$ cat src/rtl/br4mul_pkg.sv
package br4mul_pkg;

    localparam int OpW       = 32;
    localparam int PpW       = OpW + 1;
    localparam int ProdW     = 2 * OpW;
    localparam int NumDigits = OpW / 2 + 1;
    localparam int PadW      = 2 * NumDigits + 1;

    typedef logic [ProdW-1:0] t_row;
    typedef t_row t_rows [NumDigits];

    // sign-magnitude Booth digit: bit 2 sign, bits 1:0 magnitude
    typedef logic [2:0] t_booth;

    localparam t_booth BoothZero = 3'b000;
    localparam t_booth BoothPos1 = 3'b001;
    localparam t_booth BoothPos2 = 3'b010;
    localparam t_booth BoothNeg1 = 3'b101;
    localparam t_booth BoothNeg2 = 3'b110;

    localparam logic [1:0] MagOne = 2'b01;
    localparam logic [1:0] MagTwo = 2'b10;

    function automatic t_booth booth_code(input logic [2:0] slice);
        t_booth code;
        case (slice)
            3'b100:          code = BoothNeg2;
            3'b101, 3'b110:  code = BoothNeg1;
            3'b001, 3'b010:  code = BoothPos1;
            3'b011:          code = BoothPos2;
            default:         code = BoothZero;
        endcase
        return code;
    endfunction

endpackage

$ cat src/rtl/br4mul_ppgen.sv
module br4mul_ppgen (
    input  logic [br4mul_pkg::OpW-1:0] i_multiplier,
    input  logic [br4mul_pkg::OpW-1:0] i_multiplicand,
    output br4mul_pkg::t_rows          o_rows
);
    import br4mul_pkg::*;

    logic [PadW-1:0]      padded;
    logic [NumDigits-2:0] neg_v;

    // one zero below, zeros above
    assign padded = {(PadW - OpW - 1)'(0), i_multiplier, 1'b0};

    for (genvar k = 0; k < NumDigits; k++) begin : g_row
        localparam int PosPrev = (k == 0) ? 0 : 2 * k - 2;
        localparam bit HasLow  = (2 * k + PpW) < ProdW;
        localparam bit HasHigh = (2 * k + PpW + 1) < ProdW;
        localparam int PosLow  = HasLow ? 2 * k + PpW : 0;
        localparam int PosHigh = HasHigh ? 2 * k + PpW + 1 : 0;

        t_booth         code;
        logic [PpW-1:0] pp;
        t_row           row;

        assign code = booth_code(padded[2*k +: 3]);

        // the top digit's sign has no row above it to correct
        if (k < NumDigits - 1) begin : g_neg
            assign neg_v[k] = code[2];
        end

        always_comb begin
            case (code[1:0])
                MagTwo:  pp = {i_multiplicand, 1'b0};
                MagOne:  pp = {1'b0, i_multiplicand};
                default: pp = '0;
            endcase
            if (code[2]) begin
                pp = ~pp;
            end

            row = ProdW'(pp) << (2 * k);
            if (k == 0) begin
                row[PpW]     = code[2];
                row[PpW + 1] = code[2];
                row[PpW + 2] = ~code[2];
            end else begin
                // +1 correction of the row below
                row[PosPrev] = neg_v[PosPrev / 2];
                if (HasLow) begin
                    row[PosLow] = ~code[2];
                end
                if (HasHigh) begin
                    row[PosHigh] = 1'b1;
                end
            end
        end

        assign o_rows[k] = row;
    end

endmodule

$ cat src/rtl/br4mul_tree.sv
module br4mul_tree (
    input  br4mul_pkg::t_rows            i_rows,
    output logic [br4mul_pkg::ProdW-1:0] o_sum
);
    import br4mul_pkg::*;

    typedef struct packed {
        t_row s;
        t_row c;
    } t_sc;

    function automatic t_sc cmp42(input t_row a, input t_row b, input t_row c,
                                  input t_row d);
        t_row t;
        t_row x;
        t_sc  r;
        t   = ((b & c) | (b & d) | (c & d)) << 1;
        x   = a ^ b ^ c ^ d;
        r.s = x ^ t;
        r.c = ((a & ~x) | (t & x)) << 1;
        return r;
    endfunction

    function automatic t_sc cmp32(input t_row a, input t_row b, input t_row c);
        t_sc r;
        r.s = a ^ b ^ c;
        r.c = ((a & b) | (a & c) | (b & c)) << 1;
        return r;
    endfunction

    t_sc l1 [4];
    t_sc l2 [2];
    t_sc l3;
    t_sc l4;

    always_comb begin
        for (int i = 0; i < 4; i++) begin
            l1[i] = cmp42(i_rows[4*i], i_rows[4*i+1], i_rows[4*i+2], i_rows[4*i+3]);
        end
        for (int i = 0; i < 2; i++) begin
            l2[i] = cmp42(l1[2*i].s, l1[2*i].c, l1[2*i+1].s, l1[2*i+1].c);
        end
        l3 = cmp42(l2[0].s, l2[0].c, l2[1].s, l2[1].c);
        l4 = cmp32(l3.s, l3.c, i_rows[NumDigits-1]);
    end

    // final carry-propagate add, wraps modulo 2^64
    assign o_sum = l4.s + l4.c;

endmodule

$ cat src/rtl/booth_radix4_multiplier_32x32_top.sv
// Radix-4 Booth multiplier, 32 x 32 -> 64 bits, unsigned.
//
// Request channel: drive i_multiplier and i_multiplicand with start high;
// the request is taken at a rising edge where start is high and busy is low.
// busy stays low, so a request may be issued in every cycle.
//
// Result channel: o_product is valid for exactly one cycle while o_done is
// high. The receiver cannot hold results off; each o_done pulse must be
// taken when it appears.
//
// Operands are registered on acceptance; Booth partial products and the
// 4:2 compressor tree plus final adder sit between the operand register
// and the product register. Throughput is one request per cycle, one
// result per request, in request order.
//
// Reset (i_rst_n, synchronous, active low) clears the valid flags; any
// request in flight is dropped and no o_done pulse follows it.
module booth_radix4_multiplier_32x32_top (
    input  logic                          i_clk,
    input  logic                          i_rst_n,
    input  logic                          start,
    output logic                          busy,
    input  logic [br4mul_pkg::OpW-1:0]    i_multiplier,
    input  logic [br4mul_pkg::OpW-1:0]    i_multiplicand,
    output logic                          o_done,
    output logic [br4mul_pkg::ProdW-1:0]  o_product
);
    import br4mul_pkg::*;

    logic             r_in_valid;
    logic [OpW-1:0]   r_multiplier;
    logic [OpW-1:0]   r_multiplicand;
    logic             r_done;
    logic [ProdW-1:0] r_product;
    logic [ProdW-1:0] n_product;
    logic             accept;
    t_rows            rows;

    assign busy   = 1'b0;
    assign accept = start && !busy;

    always_ff @(posedge i_clk) begin
        if (!i_rst_n) begin
            r_in_valid <= 1'b0;
            r_done     <= 1'b0;
        end else begin
            r_in_valid <= accept;
            r_done     <= r_in_valid;
        end
    end

    always_ff @(posedge i_clk) begin
        if (accept) begin
            r_multiplier   <= i_multiplier;
            r_multiplicand <= i_multiplicand;
        end
        if (r_in_valid) begin
            r_product <= n_product;
        end
    end

    br4mul_ppgen u_ppgen (
        .i_multiplier   (r_multiplier),
        .i_multiplicand (r_multiplicand),
        .o_rows         (rows)
    );

    br4mul_tree u_tree (
        .i_rows (rows),
        .o_sum  (n_product)
    );

    assign o_done    = r_done;
    assign o_product = r_product;

    a_done_follows_request: assert property (@(posedge i_clk) disable iff (!i_rst_n)
        start && !busy |-> ##2 o_done)
        else $error("request did not produce a result two cycles later");

    a_product_value: assert property (@(posedge i_clk) disable iff (!i_rst_n)
        start && !busy |-> ##2
            (o_product == ProdW'($past(i_multiplier, 2)) * ProdW'($past(i_multiplicand, 2))))
        else $error("Booth tree product mismatch");

    a_no_done_after_reset: assert property (@(posedge i_clk)
        !i_rst_n |=> !o_done)
        else $error("result strobe right after reset");

endmodule

$ cat config.mk
export PLATFORM = sky130hd
export DESIGN_NAME = booth_radix4_multiplier_32x32_top
export DESIGN_NICKNAME = d
export VERILOG_FILES = /design/src/rtl/br4mul_pkg.sv /design/src/rtl/br4mul_ppgen.sv /design/src/rtl/br4mul_tree.sv /design/src/rtl/booth_radix4_multiplier_32x32_top.sv
export SDC_FILE = /design/constraint.sdc
export NUM_CORES = 2
export LEC_CHECK = 0
export ABC_CLOCK_PERIOD_IN_PS = 16250
export BUFFER_PORTS_ARGS = -buffer_cell sky130_fd_sc_hd__buf_2
export CORE_UTILIZATION = 50
export DETAILED_ROUTE_END_ITERATION = 16
export GPL_ROUTABILITY_DRIVEN = 0
export PLACE_DENSITY_LB_ADDON = 0.2
export SETUP_SLACK_MARGIN = 0.4
export SLEW_MARGIN = 20
export SYNTH_ARGS = -nofsm -noshare
export SYNTH_HDL_FRONTEND = slang
export SYNTH_SLANG_ARGS = --single-unit
$ cat constraint.sdc
create_clock -name i_clk -period 16.25 [get_ports i_clk]
set_clock_uncertainty 0.15 [all_clocks]
set_input_delay 4.0625 -clock i_clk [delete_from_list [all_inputs] [get_ports i_clk]]
set_output_delay 4.0625 -clock i_clk [all_outputs]
set_load 0.03 [all_outputs]
### Word level (Yosys, flattened, before mapping)

Cells that the tools add are included.

| word-level totals | value |
|---|---|
| flip-flop bits (word level) | 130 |
| bits in latches | 0 |
| memory bits (writable) | 0 |
| memory bits (read-only) | 0 |
| bits of input ports | 67 |
| output and inout port bits | 66 |
| word-level logic and storage cells | 345 |
| memories | 0 |

| operators by class | value |
|---|---|
| add/sub/neg operators | 1 |
| multiply operators | 0 |
| divide/modulo/power cells | 0 |
| $lt $le $gt $ge | 0 |
| eq/ne operators | 127 |
| shift operators | 0 |
| muxes and demuxes | 51 |
| bitwise operators | 131 |
| reduce and logical (&&, ||, !) cells | 30 |

Operators with widths:

| cell | count |
|---|---|
| bitwise AND 63 bit | 23 |
| OR 63 bit | 20 |
| bitwise XOR 64 bit | 19 |
| case mux 33 bit (2 select lines) | 16 |
| 2-to-1 mux 33 bit | 16 |
| NOT 33 bit | 16 |
| NOT 63 bit | 7 |
| case mux 3 bit (4 select lines) | 15 |
| == test 3 bit (second input constant) | 45 |
| bitwise AND 61 x 63 -> 63 bit | 2 |
| == test 3 x 2 -> 1 bit (second input constant) | 30 |
| adder 64 bit | 1 |
| case mux 32 bit (2 select lines) | 1 |
| bitwise XOR 64 x 39 -> 64 bit | 1 |
| bitwise XOR 64 x 41 -> 64 bit | 1 |
| bitwise XOR 64 x 47 -> 64 bit | 1 |
| bitwise XOR 64 x 49 -> 64 bit | 1 |
| bitwise XOR 64 x 55 -> 64 bit | 1 |
| bitwise XOR 64 x 57 -> 64 bit | 1 |
| bitwise XOR 64 x 63 -> 64 bit | 1 |
| bitwise AND 36 x 63 -> 63 bit | 1 |
| bitwise AND 43 x 63 -> 63 bit | 1 |
| bitwise AND 51 x 63 -> 63 bit | 1 |
| bitwise AND 59 x 63 -> 63 bit | 1 |
| 27 further kinds | 118 |

### Depth between registers and ports, before layout

| depth | value |
|---|---|
| depth after elaboration | 29 |
| mapped depth | 37 |
| mapped depth without buffers | 33 |

### Modules after synthesis

From an unflattened synthesis, not the netlist that was laid out.

| second synthesis, totals | value |
|---|---|
| cells, all modules | 6214 |
| area total of the unflattened synthesis | 51563.2 um2 |

Modules (own cells, without submodules):

| module | times used | cells an instance | area each (um2) | sequential area each (um2) |
|---|---|---|---|---|
| br4mul_tree | 1 | 3753 | 30633.1 | 0.0 |
| br4mul_ppgen | 1 | 2327 | 17022.6 | 0.0 |
| booth_radix4_multiplier_32x32_top | 1 | 134 | 3907.5 | 3883.7 |

### Worst setup path before layout

Ideal clock, no wire load.

| timing | value |
|---|---|
| path type | register to register |
| start | register r_multiplier[1] |
| end | register r_product[57] (netlist: o_product[57]) (data pin) |
| library setup time | 264 ps |
| data arrival time | 7718 ps |
| data required time | 15836 ps |
| slack | 8118 ps |
| cell stages (with the launch flop) | 32 |
| buffers on the path | 4 |
| period minus slack after synthesis | 8132 ps |
| cells stage by stage | edfxtp_1 clkbuf_1 inv_1 ha_1 mux2_2 ha_1 clkbuf_1 clkbuf_1 buf_1 nor2_1 xnor2_1 xnor2_1 xnor2_1 inv_1 maj3_1 maj3_1 maj3_1 ha_1 ha_1 ha_1 a21o_1 a21oi_1 nor2b_1 a311oi_1 o21ai_0 a221oi_1 o31ai_1 a21oi_1 o311ai_0 a21o_1 a21oi_1 xnor2_1 |

| on the way | value |
|---|---|
| cells in the longest elaborated chain, start to end | 29 |
| elaborated cells between the ends (all ways) | 70 |
| those cells by class | add/sub: 1; eq/ne: 13; mux: 6; bitwise: 48; reduce/logical: 2 |

Ends and longest elaborated chain:

| element | RTL line | text |
|---|---|---|
| start: declaration | booth_radix4_multiplier_32x32_top.sv:31 | `logic [OpW-1:0] r_multiplier;` |
| start signal: assignment | booth_radix4_multiplier_32x32_top.sv:54 | `r_multiplier <= i_multiplier;` |
| == test 3 x 1 -> 1 bit (tied with other cells) | br4mul_pkg.sv:26 | `case (slice)` |
| OR reduction 2 bit | br4mul_pkg.sv:26 |  |
| case mux 3 bit (4 select lines) | br4mul_pkg.sv:26 |  |
| == test 2 x 1 -> 1 bit / == test 2 bit (equally long branches) | br4mul_ppgen.sv:33 | `case (code[1:0])` |
| case mux 33 bit (2 select lines) | br4mul_ppgen.sv:33 |  |
| NOT 33 bit | br4mul_ppgen.sv:39 | `pp = ~pp;` |
| 2-to-1 mux 33 bit | br4mul_ppgen.sv:38 | `if (code[2]) begin` |
| bitwise XOR 36 x 37 -> 37 bit | br4mul_tree.sv:18 | `x = a ^ b ^ c ^ d;` |
| [... 11 more ...] | -- |  |
| bitwise XOR 64 bit (3 in series) | br4mul_tree.sv:18 |  |
| NOT 63 bit | br4mul_tree.sv:20 | `r.c = ((a & ~x) \| (t & x)) << 1;` |
| bitwise AND 63 bit | br4mul_tree.sv:20 |  |
| OR 63 bit | br4mul_tree.sv:20 |  |
| bitwise AND 63 bit | br4mul_tree.sv:27 | `r.c = ((a & b) \| (a & c) \| (b & c)) << 1;` |
| OR 63 bit (2 in series) | br4mul_tree.sv:27 |  |
| adder 64 bit * | br4mul_tree.sv:48 | `assign o_sum = l4.s + l4.c;` |
| net n_product[57] | booth_radix4_multiplier_32x32_top.sv:35 | `logic [ProdW-1:0] n_product;` |
| end signal: assignment | booth_radix4_multiplier_32x32_top.sv:58 | `r_product <= n_product;` |
| end: declaration | booth_radix4_multiplier_32x32_top.sv:34 | `logic [ProdW-1:0] r_product;` |

The timed path passes the listed nets; every way through them passes the cells marked *.
A chain may end at the register's enable or synchronous reset.

### Worst setup path in the final report

Same ends and word-level chain as after synthesis.

==> qor.csv <==
metric;value;unit
WL met3;15100;um
Detail Placement HPWL;83200;um
Routed wire per std cell;23.1;um
Syn-to-layout area delta;4.55;%
Synth Flop Type;edfxtp_1;
clock slew at reported path FFs;0.07;ns
fraction of registers with async set/reset;0;%
syn_area_per_cell;8.24;um2
# Max-Cap Violations;0;
CTS sink cnt;130;
RSZ-0062 raised after global routing;false;
CTS Buf Count;17;
Netlist cell types;79;
PortBufs;131;
hold_buf cts;0;
Initial Util;50.8;%
Final Net Count;4755;
initial drt markers;3606;
Cell Rows;99;
final-report setup violation count;0;
Min-Delay Path Class;reg2reg;
initial antenna violation count;0;
yosys warns;0;
CP max stage delay;0.64;ns
endpoints failing hold;0;
Diodes inserted;0;
CP Class;reg2reg;
routed vias/inst;6.05;
commonest cells after routing, fill and taps aside;xnor2_1, nor2_1, a22oi_1;
WL met2;50300;um
violated checks;DRC;
Seq/Total Area, Yosys;10.5;%
Yosys reg bits;130;
clock latency on the worst-skew pair;0.49;ns
chip width;275;um
core area;0.0732;mm2
largest net degree at the start of global routing;64;
crit path capture type;flop;
WP data required;16.33;ns
Ports;133;
Max Root-Sink Buffers;2;
worst hold slack;0.399;ns
Initial DRT Pass Iterations;13;
Final period util;55.6;%
area share of the largest cell type after synthesis;26.1;%
leading cell type in the layout, fill and taps excluded;xnor2_1;
CTS resizes;0;
layout cells sized above 1;7.79;%
die height;275;um
cell taking the most area after synthesis;xnor2_1;
final wirelength;124000;um
max-slew violations;0;
slew margin rel.;28.3;%
Worst-Margin Slew;1.07;ns
CP top delay family;adder cells;
CP bufs+invs;5;
total negative setup slack;0;ns
GRT Total Usage;32.3;%
Vias;32400;
Netlist Area Pre-Place;0.0372;mm2
CTS tree;yes;
H-tree depth;4;
number of global-route vias before repair;30500;
die area;0.0754;mm2
CP startpoint kind;flop;
DRC;10;
total global routing overflow;0;
first-pass GRT wire length;186000;um
M1 WL;53700;um
Post-synth EDFFs;128;
Mapped Cells;4510;
outcome;finished, violations left;
worst path arrival time;9.12;ns
clk root buf;clkbuf_16;
largest cells by area after synthesis;xnor2_1, edfxtp_1, a22oi_1;
uppermost layer routed;met4;
Max Clock Freq;0.111;GHz
number of nets still failing antenna checks after routing;0;
CP Max Fanout;58;
min Tclk post-route;9.04;ns
most frequent CP cell;ha_1;
CP max stage cell;o311ai_0;
Setup Fix Bufs, Post-CTS;0;
Synthesized Nets;4873;
## through the flow
step / cells / worst slack (ns) / instance area [um2] / utilization [%]
after global placement: 5332 / 7.41 / 38300 / 52.3
after CTS: 5364 / 7.26 / 38800 / 53.1
after global routing: 5364 / 6.51 / 38800 / 53.1
after detailed placement: 5332 / 7.30 / 38300 / 52.3
after floorplan: 4510 / 8.12 / 37200 / -
final: 5364 / 7.21 / 38800 / 53.1
## cells in the mapped netlist, drive strengths merged, types with 28 or more instances
cell    instances
a21o           62
xor2          270
a21oi         124
fa             41
xnor3          52
o21ai          82
clkbuf        192
edfxtp        128
buf           166
mux2i          28
and2           42
inv           193
a22oi         470
nand2         159
nand3          32
ha            255
maj3          305
xnor2        1124
nor2          558
## area by class of cell
| class | instances | area, um2 |
|---|---|---|
| sequential | 130 | 3880 |
| inverter | 196 | 736 |
| tap | 959 | 1200 |
| timing repair buffer | 221 | 1330 |
| clock buffer | 17 | 425 |
| fill | 6928 | 34400 |
| clock inverter | 15 | 158 |
| multi-input combinational | 3826 | 31100 |
## metal layers
layer | up-vias | track usage [%]
met1 | 15200 | 45.6
met3 | 328 | 7.61
met4 | 0 | 12.7
met5 | - | 0
met2 | 1792 | 47.0
li1 | 15100 | -
## flip-flops by register name, indices dropped and copies added (netlist names)
name            cells
o_product          64
r_multiplicand     32
r_multiplier       32
o_done              1
r_in_valid          1
## cells by family after synthesis
family          after synthesis  share of synthesized area (%)
compound gates              833                           15.7
flops                       130                           10.5
fa+ha+maj                   601                           19.1
buf+inv                     554                           6.18
simple gates                890                           10.1
other cells                   1                         0.0101
mux                          42                           1.18
xor+xnor                   1459                           37.3
## path summary, 6_finish.rpt
check / slack [ns] / start / depth (start not counted) / to
setup / recovery: 7.21 / r_multiplier[1]$_DFFE_PP_ / 31 / o_product[57]$_DFFE_PP_
hold / removal: 0.40 / r_in_valid$_SDFF_PN0_ / 0 / o_product[63]$_DFFE_PP_
setup reg to reg: 7.21 / r_multiplier[1]$_DFFE_PP_ / 31 / o_product[57]$_DFFE_PP_
hold reg to reg: 0.40 / r_in_valid$_SDFF_PN0_ / 0 / o_product[63]$_DFFE_PP_
Power is left out: the tool's default activity adds up to more than one toggle a clock period on the data nets, which glitch-free logic cannot reach.
